==> config.mk <==
export PLATFORM = sky130hd
export DESIGN_NAME = tmsr_front_flat
export DESIGN_NICKNAME = d
export VERILOG_FILES = /design/src/sv/tmsr_pkg.sv /design/src/sv/tmsr_if.sv /design/src/sv/tmsr_front.sv /design/src/flat_wrapper.sv
export SDC_FILE = /design/constraint.sdc
export NUM_CORES = 1
export LEC_CHECK = 0
export ABC_CLOCK_PERIOD_IN_PS = 900
export BUFFER_PORTS_ARGS = -buffer_cell sky130_fd_sc_hd__buf_4
export CAP_MARGIN = 10
export CORE_MARGIN = 1.5
export CORE_UTILIZATION = 21
export DETAILED_ROUTE_END_ITERATION = 8
export PLACE_DENSITY = 0.93
export RECOVER_POWER = 25
export SLEW_MARGIN = 20
export SYNTH_ARGS = -nofsm -noshare
export SYNTH_HDL_FRONTEND = slang
export SYNTH_SLANG_ARGS = --single-unit
==> constraint.sdc <==
create_clock -name vclk -period 0.9
set_input_delay 0.045 -clock vclk [all_inputs]
set_output_delay 0.045 -clock vclk [all_outputs]
set_load 0.005 [all_outputs]
==> src/sv/tmsr_pkg.sv <==
`timescale 1ns / 1ps

package tmsr_pkg;

    localparam int TILE_COUNT       = 384;
    localparam int MAP_COLUMN_COUNT = 32;
    localparam int MAP_ROWS         = 32;
    localparam int TILE_SIDE        = 8;
    localparam int TILE_BYTES       = 16;
    localparam int MAX_LINE_PIXELS  = 256;
    localparam int MAP_DEPTH        = MAP_ROWS * MAP_COLUMN_COUNT;
    localparam int TILE_DEPTH       = TILE_COUNT * TILE_BYTES;
    localparam int PLANE_DEPTH      = TILE_DEPTH / 2;
    localparam int QUEUE_DEPTH      = 2;

    localparam int MAP_AW   = $clog2(MAP_DEPTH);
    localparam int PLANE_AW = $clog2(PLANE_DEPTH);
    localparam int Q_AW     = $clog2(QUEUE_DEPTH);
    localparam int Q_CW     = $clog2(QUEUE_DEPTH + 1);

    // configuration register indexes
    localparam logic REG_ID_MODE = 1'b0;
    localparam logic REG_PALETTE = 1'b1;

    typedef enum logic [1:0] {
        CMD_MAP_WR  = 2'd0,
        CMD_TILE_WR = 2'd1,
        CMD_DRAW    = 2'd2
    } cmd_t;

    typedef enum logic [1:0] {
        ST_IDLE,
        ST_MAP,
        ST_TILE,
        ST_PIX
    } back_state_t;

    typedef struct packed {
        cmd_t        op;
        logic [12:0] addr;
        logic [7:0]  data;
        logic [4:0]  row;
        logic [4:0]  col;
        logic [2:0]  fine_x;
        logic [2:0]  fine_y;
        logic [8:0]  count;
    } job_t;

endpackage

==> src/sv/tmsr_if.sv <==
`timescale 1ns / 1ps

interface tmsr_cmd_if;
    logic        valid;
    logic        ready;
    logic [1:0]  command;
    logic [12:0] write_address;
    logic [7:0]  write_data;
    logic [7:0]  start_x;
    logic [7:0]  start_y;
    logic [8:0]  pixel_count;

    modport source (output valid, command, write_address, write_data, start_x, start_y,
                    pixel_count, input ready);
    modport sink (input valid, command, write_address, write_data, start_x, start_y,
                  pixel_count, output ready);
endinterface


==> src/sv/tmsr_front.sv <==
`timescale 1ns / 1ps

module tmsr_front
    import tmsr_pkg::*;
(
    tmsr_cmd_if.sink   cmd,
    input  logic       q_full,
    output logic       push,
    output job_t       job
);

    logic accept;
    logic keep;

    assign cmd.ready = !q_full;
    assign accept    = cmd.valid && cmd.ready;

    // drop out-of-range writes, empty draws and unknown commands here
    always_comb
    begin
        keep = 1'b0;
        unique case (cmd.command)
            CMD_MAP_WR:
            begin
                keep = cmd.write_address < 13'(MAP_DEPTH);
            end
            CMD_TILE_WR:
            begin
                keep = cmd.write_address < 13'(TILE_DEPTH);
            end
            CMD_DRAW:
            begin
                keep = cmd.pixel_count != 9'd0;
            end
            default:
            begin
                keep = 1'b0;
            end
        endcase
    end

    assign push = accept && keep;

    always_comb
    begin
        job.op     = cmd_t'(cmd.command);
        job.addr   = cmd.write_address;
        job.data   = cmd.write_data;
        job.row    = cmd.start_y[7:3];
        job.col    = cmd.start_x[7:3];
        job.fine_x = cmd.start_x[2:0];
        job.fine_y = cmd.start_y[2:0];
        job.count  = (cmd.pixel_count > 9'(MAX_LINE_PIXELS)) ? 9'(MAX_LINE_PIXELS)
                                                             : cmd.pixel_count;
    end

endmodule

==> src/flat_wrapper.sv <==
// flat-port wrapper written by rule: the top's interface ports become plain ports
module tmsr_front_flat import tmsr_pkg::*;
  (q_full, push, job, cmd_valid, cmd_command, cmd_write_address, cmd_write_data, cmd_start_x, cmd_start_y, cmd_pixel_count, cmd_ready);
  tmsr_cmd_if cmd_i ();
  input  logic q_full;
  output logic push;
  output job_t job;
  input wire logic [$bits(cmd_i.valid)-1:0] cmd_valid;
  input wire logic [$bits(cmd_i.command)-1:0] cmd_command;
  input wire logic [$bits(cmd_i.write_address)-1:0] cmd_write_address;
  input wire logic [$bits(cmd_i.write_data)-1:0] cmd_write_data;
  input wire logic [$bits(cmd_i.start_x)-1:0] cmd_start_x;
  input wire logic [$bits(cmd_i.start_y)-1:0] cmd_start_y;
  input wire logic [$bits(cmd_i.pixel_count)-1:0] cmd_pixel_count;
  output wire logic [$bits(cmd_i.ready)-1:0] cmd_ready;
  assign cmd_i.valid = cmd_valid;
  assign cmd_i.command = cmd_command;
  assign cmd_i.write_address = cmd_write_address;
  assign cmd_i.write_data = cmd_write_data;
  assign cmd_i.start_x = cmd_start_x;
  assign cmd_i.start_y = cmd_start_y;
  assign cmd_i.pixel_count = cmd_pixel_count;
  assign cmd_ready = cmd_i.ready;
  tmsr_front u_core (.cmd(cmd_i), .q_full(q_full), .push(push), .job(job));
endmodule
==> out/metrics.cfg <==
[place]
place.gp.congestion=0.769
place_area_sq_um=385
place_ws_ps=-301
hpwl_um=669
dp_cells=77
io_buffers=32

[timing]
slew_headroom_pct=87.1
finalSetupTns_ps=-177
hold_viol=0
period_share_pct=120
slew_viol_final=0
worst_slew_pin_slew_ps=192
layout_setup_ws_ps=-177
setup_viol=1
maxClockFrequency_mhz=929
whs_ps=90.0
grt_setup_unrepaired=yes
period_needed_ps=1080

[worst_setup_path]
worstPathRequired_ps=850
crit_path_start_kind=input port
crit_path_end_kind=output port
slowest_stage=or4_4
cp_max_fo=2
slowest_delay_ps=520
cp.arrival_ps=1030
cp_cell_sequence=buf_6 -> or4_4 -> nor4_2 -> o22ai_1 -> buf_4
critPathKind=in2out

[grt]
grt_antenna_before_repair=0
grt_pass1_wl_um=1080
grt_pass1_vias=281
track_usage_pct=6.36
gr-total-overflow=0
grt_max_degree=11

[clock_network]
cts_hold_buf=0
post_cts_buffers=0

[finish]
seq_cells=0
layout-drive-gt1-share_pct=67.3
finalNonFillerCells=77
fin_util_pct=22.8
area_delta_synth_final_pct=-0.915
ff_latch_area_sq_um=0
final_cell_mix=30 x buf_4, 8 x nor2b_1, 3 x inv_1
diodes=0
stdcell_area_sq_um=407
layout.nets=104
fillers=192
final_common_cell=buf_4
nClkBuffers=0

[synth]
synthCells=60
ys_types=13
netlist_area_sq_um=410
syn_area_per_cell_sq_um=6.84
yosysWarnings=0
syn-num-nets=110
seq_area_frac_synth_pct=0

[floorplanning]
die_h_um=47.2
num_rows=15
initial_core_util_pct=23.0
die_x_um=47.2
die_area_sq_mm=0.00223
core-area_sq_mm=0.00178
num_io_pins=100

[route]
vias=300
antenna_left=0
drc_errors=0
wl_per_cell_um=9.73
wl_um=749
first_pass_iters=1
via_per_inst=3.90
drt_iter0_markers=0

[power_and_ir_drop]
irDropWorstVdd_uv=164
finalPower_mw=0.163
leakage_nw=0.206
power_density_mw_per_mm2=402

[worst_hold_path]
hp-start=cmd_start_y[2]
holdPathEnd=job[11]
worstHoldPathCells=0
hp-class=in2out

[outcome]
violations=setup timing
status=finished with violations

[run]
max-cap-violations=0

-- cell families after synthesis --
kind of cell    Yosys count  synth area share, %
compound gates            2                 2.74
buf+inv                  43                 75.0
simple gates             15                 22.3
-- area by class of cell --
cell class	instances	area, sq um	area share, %
multi-input cells	17	116	28.6
inverters	3	11.3	2.77
repair buffers	32	248	60.9
well taps	25	31.3	7.69
-- worst max-delay path by stage --
stage / slack (ps) / end / startpoint / cells past startpoint
after detailed placement: -300 / push / cmd_pixel_count[4] / 5
after global placement: -300 / push / cmd_pixel_count[4] / 5
final: -180 / push / cmd_pixel_count[1] / 5
after CTS: -190 / push / cmd_pixel_count[1] / 5
after floorplan: -30 / push / cmd_pixel_count[4] / 3
after global routing: -200 / push / cmd_pixel_count[1] / 5
-- repair_timing --
item                       CTS  global route
pin swaps                    3             1
gates resized for setup      5             0
setup endpoints to repair    1             1
cloned                       0             0
-- layer usage --
metal	vias up	track usage [%]	share of wire [%]
met5	-	0	0
met4	0	3.89	5.6
met3	10	1.92	19
met2	34	12.1	46
met1	122	5.84	29
li1	134	-	-
-- synth_stat cells (all sizes together) --
cell     n  share of area [%]
or4      1                1.8
buf     39                 71
nor3     1                1.2
a21oi    1                1.2
nand2    1               0.91
or3      1                1.8
nor2b    8                 12
o22ai    1                1.5
clkbuf   1               0.91
nand3    1                1.2
nand4    1                1.5
inv      3                2.7
nor4     1                1.5
-- worst max-delay path, delay by kind of cell --
family                 cells  cell delay, ps
AO/OA/AOI/OAI              1             100
buffers and inverters      2             230
AND/OR/NAND/NOR            2             660
-- report_power, final --
group	internal, mW	total, mW	switching [mW]	leakage (nW)
Combinational	0.108	0.163	0.0555	0.206
Clock	0	0	0	0
Sequential	0	0	0	0
Total	0.108	0.163	0.0555	0.206
Power figures use the tool's default switching activity.
