## config.mk

```make
export PLATFORM = sky130hd
export DESIGN_NAME = tmsr_queue
export DESIGN_NICKNAME = d
export VERILOG_FILES = /design/src/sv/tmsr_pkg.sv /design/src/sv/tmsr_queue.sv
export SDC_FILE = /design/constraint.sdc
export NUM_CORES = 1
export LEC_CHECK = 0
export BUFFER_PORTS_ARGS = -buffer_cell sky130_fd_sc_hd__buf_2
export CORE_MARGIN = 3
export CORE_UTILIZATION = 41
export DETAILED_ROUTE_END_ITERATION = 16
export GPL_ROUTABILITY_DRIVEN = 1
export PLACE_DENSITY = 0.68
export SKIP_LAST_GASP = 1
export SYNTH_ARGS = -nofsm -noshare
export SYNTH_HDL_FRONTEND = slang
export SYNTH_SLANG_ARGS = --single-unit
```

## constraint.sdc

```tcl
create_clock -name clk -period 3.5 [get_ports clk]
set_clock_uncertainty 0.15 [all_clocks]
set_input_delay 0.7 -clock clk [delete_from_list [all_inputs] [get_ports clk]]
set_output_delay 0.7 -clock clk [all_outputs]
set_load 0.05 [all_outputs]
```

## src/sv/tmsr_pkg.sv

```systemverilog
`timescale 1ns / 1ps

package tmsr_pkg;

    localparam int TILE_COUNT       = 384;
    localparam int MAP_COLUMN_COUNT = 32;
    localparam int MAP_ROWS         = 32;
    localparam int TILE_SIDE        = 8;
    localparam int TILE_BYTES       = 16;
    localparam int MAX_LINE_PIXELS  = 256;
    localparam int MAP_DEPTH        = MAP_ROWS * MAP_COLUMN_COUNT;
    localparam int TILE_DEPTH       = TILE_COUNT * TILE_BYTES;
    localparam int PLANE_DEPTH      = TILE_DEPTH / 2;
    localparam int QUEUE_DEPTH      = 2;

    localparam int MAP_AW   = $clog2(MAP_DEPTH);
    localparam int PLANE_AW = $clog2(PLANE_DEPTH);
    localparam int Q_AW     = $clog2(QUEUE_DEPTH);
    localparam int Q_CW     = $clog2(QUEUE_DEPTH + 1);

    // configuration register indexes
    localparam logic REG_ID_MODE = 1'b0;
    localparam logic REG_PALETTE = 1'b1;

    typedef enum logic [1:0] {
        CMD_MAP_WR  = 2'd0,
        CMD_TILE_WR = 2'd1,
        CMD_DRAW    = 2'd2
    } cmd_t;

    typedef enum logic [1:0] {
        ST_IDLE,
        ST_MAP,
        ST_TILE,
        ST_PIX
    } back_state_t;

    typedef struct packed {
        cmd_t        op;
        logic [12:0] addr;
        logic [7:0]  data;
        logic [4:0]  row;
        logic [4:0]  col;
        logic [2:0]  fine_x;
        logic [2:0]  fine_y;
        logic [8:0]  count;
    } job_t;

endpackage

```

## src/sv/tmsr_queue.sv

```systemverilog
`timescale 1ns / 1ps

module tmsr_queue
    import tmsr_pkg::*;
(
    input  logic clk,
    input  logic rst_n,
    input  logic push,
    input  job_t push_job,
    output logic full,
    input  logic pop,
    output logic not_empty,
    output job_t head
);

    job_t            slot_reg [QUEUE_DEPTH];
    logic [Q_AW-1:0] wr_ptr_reg;
    logic [Q_AW-1:0] rd_ptr_reg;
    logic [Q_CW-1:0] count_reg;
    logic [Q_CW-1:0] count_next;
    logic            do_push;
    logic            do_pop;

    assign full      = count_reg == Q_CW'(QUEUE_DEPTH);
    assign not_empty = count_reg != '0;
    assign do_push   = push && !full;
    assign do_pop    = pop && not_empty;
    assign head      = slot_reg[rd_ptr_reg];

    always_comb
    begin
        count_next = count_reg;
        if (do_push && !do_pop)
        begin
            count_next = count_reg + 1'b1;
        end
        else if (do_pop && !do_push)
        begin
            count_next = count_reg - 1'b1;
        end
    end

    always_ff @(posedge clk or negedge rst_n)
    begin
        if (!rst_n)
        begin
            wr_ptr_reg <= '0;
            rd_ptr_reg <= '0;
            count_reg  <= '0;
        end
        else
        begin
            count_reg <= count_next;
            if (do_push)
            begin
                wr_ptr_reg <= (wr_ptr_reg == Q_AW'(QUEUE_DEPTH - 1)) ? '0 : wr_ptr_reg + 1'b1;
            end
            if (do_pop)
            begin
                rd_ptr_reg <= (rd_ptr_reg == Q_AW'(QUEUE_DEPTH - 1)) ? '0 : rd_ptr_reg + 1'b1;
            end
        end
    end

    always_ff @(posedge clk)
    begin
        if (do_push)
        begin
            slot_reg[wr_ptr_reg] <= push_job;
        end
    end

endmodule

```

==> results of run 1 <==
## layer usage
metal  part of all wire (%)  GRT usage, %
met1                     44          16.2
met2                     47          19.3
met3                    8.5          5.12
met4                   0.74          3.99
met5                      0             0
## how the worst max path moves through the flow
stage                                 from  cells past startpoint                       end
floorplan                             push                      2  slot_reg[0][0]$_DFFE_PP_
global placement    rd_ptr_reg$_DFFE_PN0P_                      3                  head[37]
detailed placement  rd_ptr_reg$_DFFE_PN0P_                      3                  head[37]
CTS                 rd_ptr_reg$_DFFE_PN0P_                      3                  head[37]
global route        rd_ptr_reg$_DFFE_PN0P_                      3                   head[0]
finish              rd_ptr_reg$_DFFE_PN0P_                      3                  head[43]
## area by class of cell
cell class                 instances  area [um^2]
fill                             735         4190
multi-input combinational         61          677
inverter                           2         7.51
tap                              108          135
sequential                       100         2980
clock inverter                     6         87.6
clock buffer                       9          124
timing repair buffer             106          558
## cell usage in the layout (no fill, tap or decap), drive strengths merged
| master | instances |
|---|---|
| ha | 1 |
| mux2 | 48 |
| nand2 | 2 |
| dfrtp | 4 |
| xor2 | 2 |
| nor2 | 2 |
| xnor2 | 3 |
| inv | 3 |
| nand2b | 1 |
| dlygate4sd3 | 1 |
| and3 | 1 |
| clkinv | 3 |
| clkbuf | 9 |
| edfxtp | 96 |
| buf | 105 |
| or2 | 1 |
| bufinv | 2 |
## power by group through the flow
stage	clock [mW]	combinational [mW]	sequential [mW]
after floorplan	0	1.62	1.73
after global placement	0	1.95	1.77
after detailed placement	0	1.96	1.79
after CTS	0.799	1.96	1.76
after global routing	0.855	2.03	1.79
final	0.771	1.93	1.75
## through the flow
| step | util (%) | hold slack (ns) | std cells |
|---|---|---|---|
| floorplan | - | 0.254 | 168 |
| global placement | 49.7 | 0.336 | 376 |
| detailed placement | 49.7 | 0.337 | 376 |
| CTS | 52.2 | 0.356 | 392 |
| global route | 52.2 | 0.341 | 392 |
| finish | 52.2 | 0.363 | 392 |
## critical path, delay by kind of cell, from the launching register on
family / cells / cell delay [ns]
buf+inv: 2 / 0.49
flops: 1 / 0.68
mux: 1 / 0.36
## logic make-up (layout without fill, tap and decap cells)
| group | count (synthesis) | in the layout | synth area share (%) |
|---|---|---|---|
| buffers and inverters | 7 | 123 | 1.52 |
| multiplexers | 48 | 48 | 15.6 |
| flip-flops | 100 | 100 | 80.5 |
| adder cells (fa/ha/maj) | 1 | 1 | 0.337 |
| AND/OR/NAND/NOR | 7 | 7 | 0.912 |
| XOR/XNOR | 5 | 5 | 1.18 |
==> summary.md, run 1 <==
| Metric | Value |
|---|---|
| Share of the synthesized area in the top cell type | roughly 78% |
| Final ANT Viol Nets | 0 |
| Fmax | roughly 360 MHz |
| Flops & latches, synth | 100 |
| Rows | 34 |
| Hold Vio Cnt, Final | 0 |
| CTS sink count | 100 |
| Startpoint Class | flop |
| Drt first pass iters | 4 |
| Min-delay src | count_reg[1]$_DFFE_PN0P_ |
| Drt wl/cell | around 16 um |
| Power per cell area | just under 1000 nW/um^2 |
| Vias | 1862 |
| Cell count of the worst reg-to-reg path | 4 |
| Reg power frac | just under 40% |
| Tot Pwr | approximately 4.5 mW |
| Commonest cells in the netlist | 96 x edfxtp_1, 38 x mux2_2, 10 x mux2_4 |
| GRT overflow | 0 |
| Post-CTS sizing | 0 |
| Worst Setup End Kind | output pin |
| # diodes | 0 |
| Mapped Area | 3710 um^2 |
| Leakage | 1.76 nW |
| Post-synthesis sequential area ratio | 80.5% |
| Clk pwr share | 17.3% |
| Largest net degree at the start of global routing | ~50 |
| Hold EP | count_reg[1]$_DFFE_PN0P_ |
| Post-Synthesis Cells | roughly 170 |
| Final Max Tran Viols | 0 |
| Crit share post-route | about four fifths |
| Kind of critical path | reg2out |
| Initial core utilization | 42.3% |
| Headroom to the max-slew limit | 56.7% |
| Crit path max fanout | 30 |
| Synth Area per Inst | around 22 um^2 |
| Final setup viols | 0 |
| Port bufs | roughly 100 |
| Final GP Congestion | around 0.7 |
| Setup TNS | 0 ns |
| Worst hold path type | reg2reg |
| CTS tree | done |
| Worst r2r src | count_reg[0]$_DFFE_PN0P_ |
| Min Tclk post-route | between 2 and 3 ns |
| Drt via density | between 4 and 5 |
| Clock transition at path regs | 0.09 ns |
| Final HPWL DP | slightly above 4000 um |
| Pint | about 2.6 mW |
| Sw Ratio | around 42% |
| Synth warn | 0 |
| Total GRT Usage | between 10 and 15% |
| Outcome | completed |
| Die X | 101 um |
| Max VDD drop | 0.713 mV |
| Fin nets | between 300 and 400 |
| Reg2reg end | slot_reg[0][43]$_DFFE_PP_ |
| Die area | approximately 10000 um^2 |
| FF-to-FF setup slack | about 1.6 ns |
| Remaining DRCs | 0 |
| CTS Hold Buffers Added | 1 |
| Most common cell in the netlist | edfxtp_1 |
| CTS max path bufs | 2 |
| Ports | 102 |
| Dpl cell area | approximately 4400 um^2 |
| Htree depth | 3 |
| Clk_lat worst skew | 0.35 ns |
| Synth async-reset ratio | under 10% |
| Synth cell types | 16 |
| First-pass GRT wire length | 9630 um |
| Design Area, Final | ~4600 um^2 |
| CP max stage cell | dfrtp_2 |
| Post-Route WL | slightly above 6000 um |
| Vias in the first global route | slightly below 2000 |
| Total CTS buffers | 9 |
| Initial antenna violation count | 0 |
| Comb pwr share | between 40% and 50% |
| Setup WS post-layout | 0.747 ns |
| Main area contributors after synthesis | edfxtp_1 78%, mux2_2 12%, mux2_4 4.0% |
| Arr. time, crit path | 1.90 ns |
| Max FFs per register | between 90 and 100 |
| Placeable core region | a little under 9000 um^2 |
| Unrepaired setup endpoints after global routing | false |
| Synth Net Count | around 220 |
| Main synth FF type | edfxtp_1 |
| Sw Pwr | between 1.5 and 2 mW |
| DP Worst Slack | 1.10 ns |
| Critical Path RT | between 2 and 3 ns |
| Actual slew at the worst max-slew pin | 0.650 ns |
| Share of cells above drive strength 1 | 60.6% |
| Hold-critical path depth | 1 |
| Die Ht | 101 um |
| Syn-to-layout area delta | 23.4% |
| Root Buffer | clkbuf_8 |
| EDFF count, synth | between 90 and 100 |
| Max Cap Viol | 0 |
| Slowest stage delay, CP | between 0.6 and 0.7 ns |
| Detailed Route Iter0 Violations | 63 |
| Critical path, cell by cell | buf_12 > mux2_2 > buf_2 |
| Area leader, netlist | edfxtp_1 |
| Postcts setup bufs | 0 |
Note: power is estimated with default switching activity, not from simulation.
==> inputs of run 2 (changes only) <==
--- a/config.mk
+++ b/config.mk
@@ -10,7 +10,7 @@
 export CORE_UTILIZATION = 41
 export DETAILED_ROUTE_END_ITERATION = 16
 export GPL_ROUTABILITY_DRIVEN = 1
-export PLACE_DENSITY = 0.68
+export PLACE_DENSITY = 0.65
 export SKIP_LAST_GASP = 1
 export SYNTH_ARGS = -nofsm -noshare
 export SYNTH_HDL_FRONTEND = slang
==> constraint.sdc (replaced) <==
create_clock -name clk -period 2.85 [get_ports clk]
set_clock_uncertainty 0.15 [all_clocks]
set_input_delay 0.57 -clock clk [delete_from_list [all_inputs] [get_ports clk]]
set_output_delay 0.57 -clock clk [all_outputs]
set_load 0.05 [all_outputs]
==> run 2 against run 1 <==
Effect of this change: non-clock buffer count is the same; die area is the same; critical endpoint is now head[26]; critical path type unchanged; clock-buffer cell count grew 1; hold slack lost 0.11 ns; flip-flop and latch count is the same; clock power grew 3.4%; power grew 20%.
==> summary.md, run 2 (synthesis gave the netlist of run 1 again) <==
| Metric | Value |
|---|---|
| Outcome | completed |
| Worst hold path type | in2reg |
| Unrepaired setup endpoints after global routing | false |
| Total GRT Usage | between 10% and 20% |
| Max FFs per register | 96 |
| Comb pwr share | 45.8% |
| Port bufs | around 100 |
| Min Tclk post-route | 2.41 ns |
| Power per cell area | 1170 nW/um^2 |
| Crit path max fanout | 26 |
| Slowest stage delay, CP | ~0.4 ns |
| Drt via density | roughly 4.8 |
| Headroom to the max-slew limit | 68.6% |
| Actual slew at the worst max-slew pin | 0.472 ns |
| Worst r2r src | count_reg[0]$_DFFE_PN0P_ |
| Worst Setup End Kind | output pin |
| Final GP Congestion | just under 0.7 |
| Rows | 34 |
| Fin nets | between 300 and 400 |
| CTS sink count | 100 |
| Crit share post-route | between 80% and 90% |
| Leakage | between 1.5 and 2 nW |
| Hold EP | slot_reg[1][9]$_DFFE_PP_ |
| Hold-critical path depth | 1 |
| Fmax | between 400 and 500 MHz |
| Final HPWL DP | slightly above 4000 um |
| Die X | roughly 100 um |
| Largest net degree at the start of global routing | about 50 |
| Reg power frac | between 30 and 40% |
| Final setup viols | 0 |
| Initial core utilization | between 40% and 50% |
| Initial antenna violation count | 0 |
| Critical Path RT | between 2 and 2.5 ns |
| Post-Route WL | roughly 6200 um |
| Sw Pwr | approximately 2.3 mW |
| CP max stage cell | mux2_2 |
| Sw Ratio | a little over two fifths |
| Clk_lat worst skew | ~0.34 ns |
| GRT overflow | 0 |
| Pint | between 3 and 4 mW |
| Htree depth | 3 |
| Total CTS buffers | 9 |
| Arr. time, crit path | 1.69 ns |
| Reg2reg end | slot_reg[1][40]$_DFFE_PP_ |
| Root Buffer | clkbuf_8 |
| Final ANT Viol Nets | 0 |
| Critical path, cell by cell | buf_4 > mux2_2 > buf_2 |
| Drt wl/cell | between 15 and 20 um |
| CTS max path bufs | 2 |
| # diodes | 0 |
| Clk pwr share | around 15% |
| Tot Pwr | between 5 and 6 mW |
| Clock transition at path regs | 0.10 ns |
| Die Ht | about 100 um |
| Syn-to-layout area delta | 22.7% |
| Vias in the first global route | ~1900 |
| Remaining DRCs | 0 |
| Max VDD drop | 0.499 mV |
| Most frequent cells in the layout | 101 x buf_2, 96 x edfxtp_1, 38 x mux2_2, 10 x mux2_4, 9 x clkbuf_8 |
| Min-delay src | push_job[9] |
| Drt first pass iters | 4 |
| Kind of critical path | reg2out |
| First-pass GRT wire length | between 9000 and 10000 um |
| Ports | ~100 |
| Hold Vio Cnt, Final | 0 |
| FF-to-FF setup slack | a little over 1 ns |
| Vias | 1868 |
| Final Max Tran Viols | 0 |
| CTS tree | done |
| Cell count of the worst reg-to-reg path | 3 |
| Share of cells above drive strength 1 | between 60% and 70% |
| Post-CTS sizing | 0 |
| Startpoint Class | flop |
| Most common cell after layout, fill and taps aside | buf_2 |
| Placeable core region | roughly 8800 um^2 |
| Setup TNS | 0 ns |
| Detailed Route Iter0 Violations | 33 |
| Die area | between 10000 and 15000 um^2 |
| Max Cap Viol | 0 |
-- run 2: how the worst max path moves through the flow --
stage                                start                       end  slack, ns  cells past startpoint
finish              rd_ptr_reg$_DFFE_PN0P_                  head[26]       0.44                      3
global route        rd_ptr_reg$_DFFE_PN0P_                  head[26]       0.33                      3
CTS                 rd_ptr_reg$_DFFE_PN0P_                  head[26]       0.39                      3
detailed placement  rd_ptr_reg$_DFFE_PN0P_                  head[26]       0.81                      3
global placement    rd_ptr_reg$_DFFE_PN0P_                  head[37]       0.80                      3
floorplan                             push  slot_reg[0][0]$_DFFE_PP_       0.37                      2
-- run 2: final cells by class --
| type | instances | area [um^2] |
|---|---|---|
| inverters | 2 | 7.51 |
| fillers | 749 | 4210 |
| well taps | 108 | 135 |
| clock inverters | 6 | 47.5 |
| flip-flops and latches | 100 | 2980 |
| clock buffers | 10 | 128 |
| multi-input cells | 61 | 677 |
| repair buffers | 106 | 571 |
-- run 2: routing by layer --
metal	GRT usage (%)	up-vias	routed length, um
met3	3.25	13	397
met1	15.5	905	2590
li1	-	878	-
met5	0	-	0
met2	20.3	72	3030
met4	5.93	0	133
-- run 2: metrics by stage --
stage          std cells  util, %  setup slack [ns]  hold WS (ns)  instance area [um^2]
3_5_place_dp         376     49.8             0.808         0.238                  4360
4_1_cts              393     51.9             0.395         0.233                  4550
2_1_floorplan        168        -             0.370         0.124                  3710
3_3_place_gp         376     49.8             0.796         0.237                  4360
5_1_grt              393     51.9             0.332         0.224                  4550
6_report             393     51.9             0.439         0.256                  4550
-- run 2: critical path: cells and delay by family, from the launching register on --
family                 cells  cell delay, ns
buffers and inverters      2            0.56
flip-flops                 1            0.36
multiplexers               1            0.40
-- run 2: power groups by stage --
stage	logic (mW)	registers, mW	clock network, mW
finish	2.44	2.09	0.797
global placement	2.47	2.11	0
CTS	2.48	2.10	0.833
floorplan	1.99	2.12	0
detailed placement	2.47	2.13	0
global route	2.58	2.13	0.894
-- run 2: repair_timing --
item                                   4_1_cts  5_1_grt
hold buffers                                 1        0
setup buffers                                0        0
endpoints found under the hold margin        4        0
==> inputs of run 3 (changes only) <==
--- a/config.mk
+++ b/config.mk
@@ -10,7 +10,7 @@
 export CORE_UTILIZATION = 41
 export DETAILED_ROUTE_END_ITERATION = 16
 export GPL_ROUTABILITY_DRIVEN = 1
-export PLACE_DENSITY = 0.65
+export PLACE_DENSITY = 0.68
 export SKIP_LAST_GASP = 1
 export SYNTH_ARGS = -nofsm -noshare
 export SYNTH_HDL_FRONTEND = slang
==> constraint.sdc (replaced) <==
create_clock -name clk -period 1.94 [get_ports clk]
set_clock_uncertainty 0.15 [all_clocks]
set_input_delay 0.388 -clock clk [delete_from_list [all_inputs] [get_ports clk]]
set_output_delay 0.388 -clock clk [all_outputs]
set_load 0.05 [all_outputs]
==> run 3 against run 2 <==
Effect of this change: the flow now finishes with violations (negative setup slack); final area is 14% higher; critical path depth is 1 higher; sequential power is 48% higher; core utilization is 7.2 points higher; flip-flop and latch count stayed put; combinational power is 100% higher; clock-buffer cell count is 1 lower; power is 79% higher; register-to-register slack worse by 0.79 ns; routed wire length is 15% higher; global-route usage is 1.6 points higher; worst setup slack worse by 0.59 ns.
==> summary.md, run 3 (synthesis gave the netlist of run 1 again) <==
| Metric | Value |
|---|---|
| Drt first pass iters | 4 |
| Rows | 34 |
| Remaining DRCs | 0 |
| Vias | 1927 |
| Final ANT Viol Nets | 0 |
| Final Max Tran Viols | 0 |
| Setup WS post-layout | -0.147 ns |
| Setup TNS | -6.24 ns |
| Hold_ws | roughly 0.059 ns |
| Actual slew at the worst max-slew pin | 0.277 ns |
| Max VDD drop | approximately 0.81 mV |
| Detailed Route Iter0 Violations | 54 |
| Dpl cell area | 4400 um^2 |
| Crit path max fanout | 7 |
| Die X | 101 um |
| Core Util, Final | between 50% and 60% |
| Leakage | 2.02 nW |
| Headroom to the max-slew limit | just over 80% |
| Vias in the first global route | 2040 |
| Clock transition at path regs | 0.10 ns |
| Critical Path RT | 1.40 ns |
| Min Tclk post-route | 2.09 ns |
| CTS sink count | 100 |
| Crit share post-route | 108% |
| Placeable core region | just under 9000 um^2 |
| Final Non-Filler Cells | 400 |
| Drt wl/cell | 17.7 um |
| Final HPWL DP | about 4200 um |
| Total GRT Usage | between 10 and 15% |
| CTS tree | done |
| Most common cell after layout, fill and taps aside | edfxtp_1 |
| Share of cells above drive strength 1 | 61.3% |
| Placed cell count | ~380 |
| Most frequent cells in the layout | 96 x edfxtp_1, 52 x buf_2, 39 x buf_6, 27 x mux2_2, 21 x mux2_4 |
| Initial core utilization | between 40% and 50% |
| Worst Setup End Kind | output pin |
| CTS max path bufs | 2 |
| Total CTS buffers | 9 |
| Violated checks | negative setup slack |
| Fin nets | around 340 |
| Syn-to-layout area delta | 39.7% |
| First-pass GRT wire length | roughly 10000 um |
| Die area | 10200 um^2 |
| Htree depth | 3 |
| Startpoint Class | flop |
| Final setup viols | 48 |
| Worst hold path type | in2reg |
| Outcome | complete, but fails checks |
| DP Worst Slack | between 0.15 and 0.2 ns |
| Initial antenna violation count | 0 |
| Arr. time, crit path | between 1.5 and 2 ns |
| Final GP Congestion | approximately 0.67 |
| Die Ht | 101 um |
| Largest net degree at the start of global routing | 33 |
| GRT overflow | 0 |
| Clk_lat worst skew | approximately 0.35 ns |
| Hold Vio Cnt, Final | 0 |
| Ports | slightly above 100 |
| Power per cell area | around 1800 nW/um^2 |
| Unrepaired setup endpoints after global routing | true |
| Design Area, Final | 5180 um^2 |
| Max Cap Viol | 0 |
| Kind of critical path | reg2out |
| Fmax | between 400 and 500 MHz |
| Tot Pwr | 9.55 mW |
| Port bufs | roughly 100 |
| Drt via density | just under 5 |
| Post-Route WL | 7060 um |
| # diodes | 0 |
| Max FFs per register | 96 |
| Root Buffer | clkbuf_8 |
==> run 3: worst max-delay path: stages (launching register included) <==
cell and delay [ns]:
dfrtp_2 0.44, buf_12 0.15, buf_16 0.15, mux2_4 0.31, buf_8 0.15
==> run 3: cell type report <==
cell class	instances	area (um^2)
Clock buffer	9	124
Clock inverter	6	111
Fill cell	685	3590
Inverter	2	7.51
Multi-Input combinational cell	61	718
Sequential cell	100	2980
Tap cell	108	135
Timing Repair Buffer	114	1100
==> run 3: metal layers <==
layer,vias to the layer above,track usage [%],wire [um]
met5,-,0,0
met4,0,6.44,153
met3,12,3.88,440
met2,70,23.3,3640
met1,951,17.2,2830
li1,894,-,-
==> run 3: what timing repair did <==
item,CTS,global route
gates cloned,3,1
resized for setup,95,28
setup endpoints to repair,48,49
hold buffers,1,0
endpoints found under the hold margin,4,0
buffers inserted,2,0
==> run 3: path summary, 6_finish.rpt <==
check,from,end,slack (ns),cells after the start
min in group asynchronous,rst_n,count_reg[0]$_DFFE_PN0P_,0.22,2
max reg2reg,count_reg[0]$_DFFE_PN0P_,count_reg[1]$_DFFE_PN0P_,0.24,6
min reg2reg,count_reg[1]$_DFFE_PN0P_,count_reg[1]$_DFFE_PN0P_,0.35,1
max,rd_ptr_reg$_DFFE_PN0P_,head[35],-0.15,4
min,push_job[27],slot_reg[1][27]$_DFFE_PP_,0.06,1
max in group asynchronous,rst_n,rd_ptr_reg$_DFFE_PN0P_,1.28,2
==> run 3: report_power, final <==
part           leakage (nW)  switching [mW]  internal (mW)
clock network         0.117           0.691          0.853
registers             0.937           0.140           2.95
logic                 0.969            2.83           2.09
total                  2.02            3.66           5.89
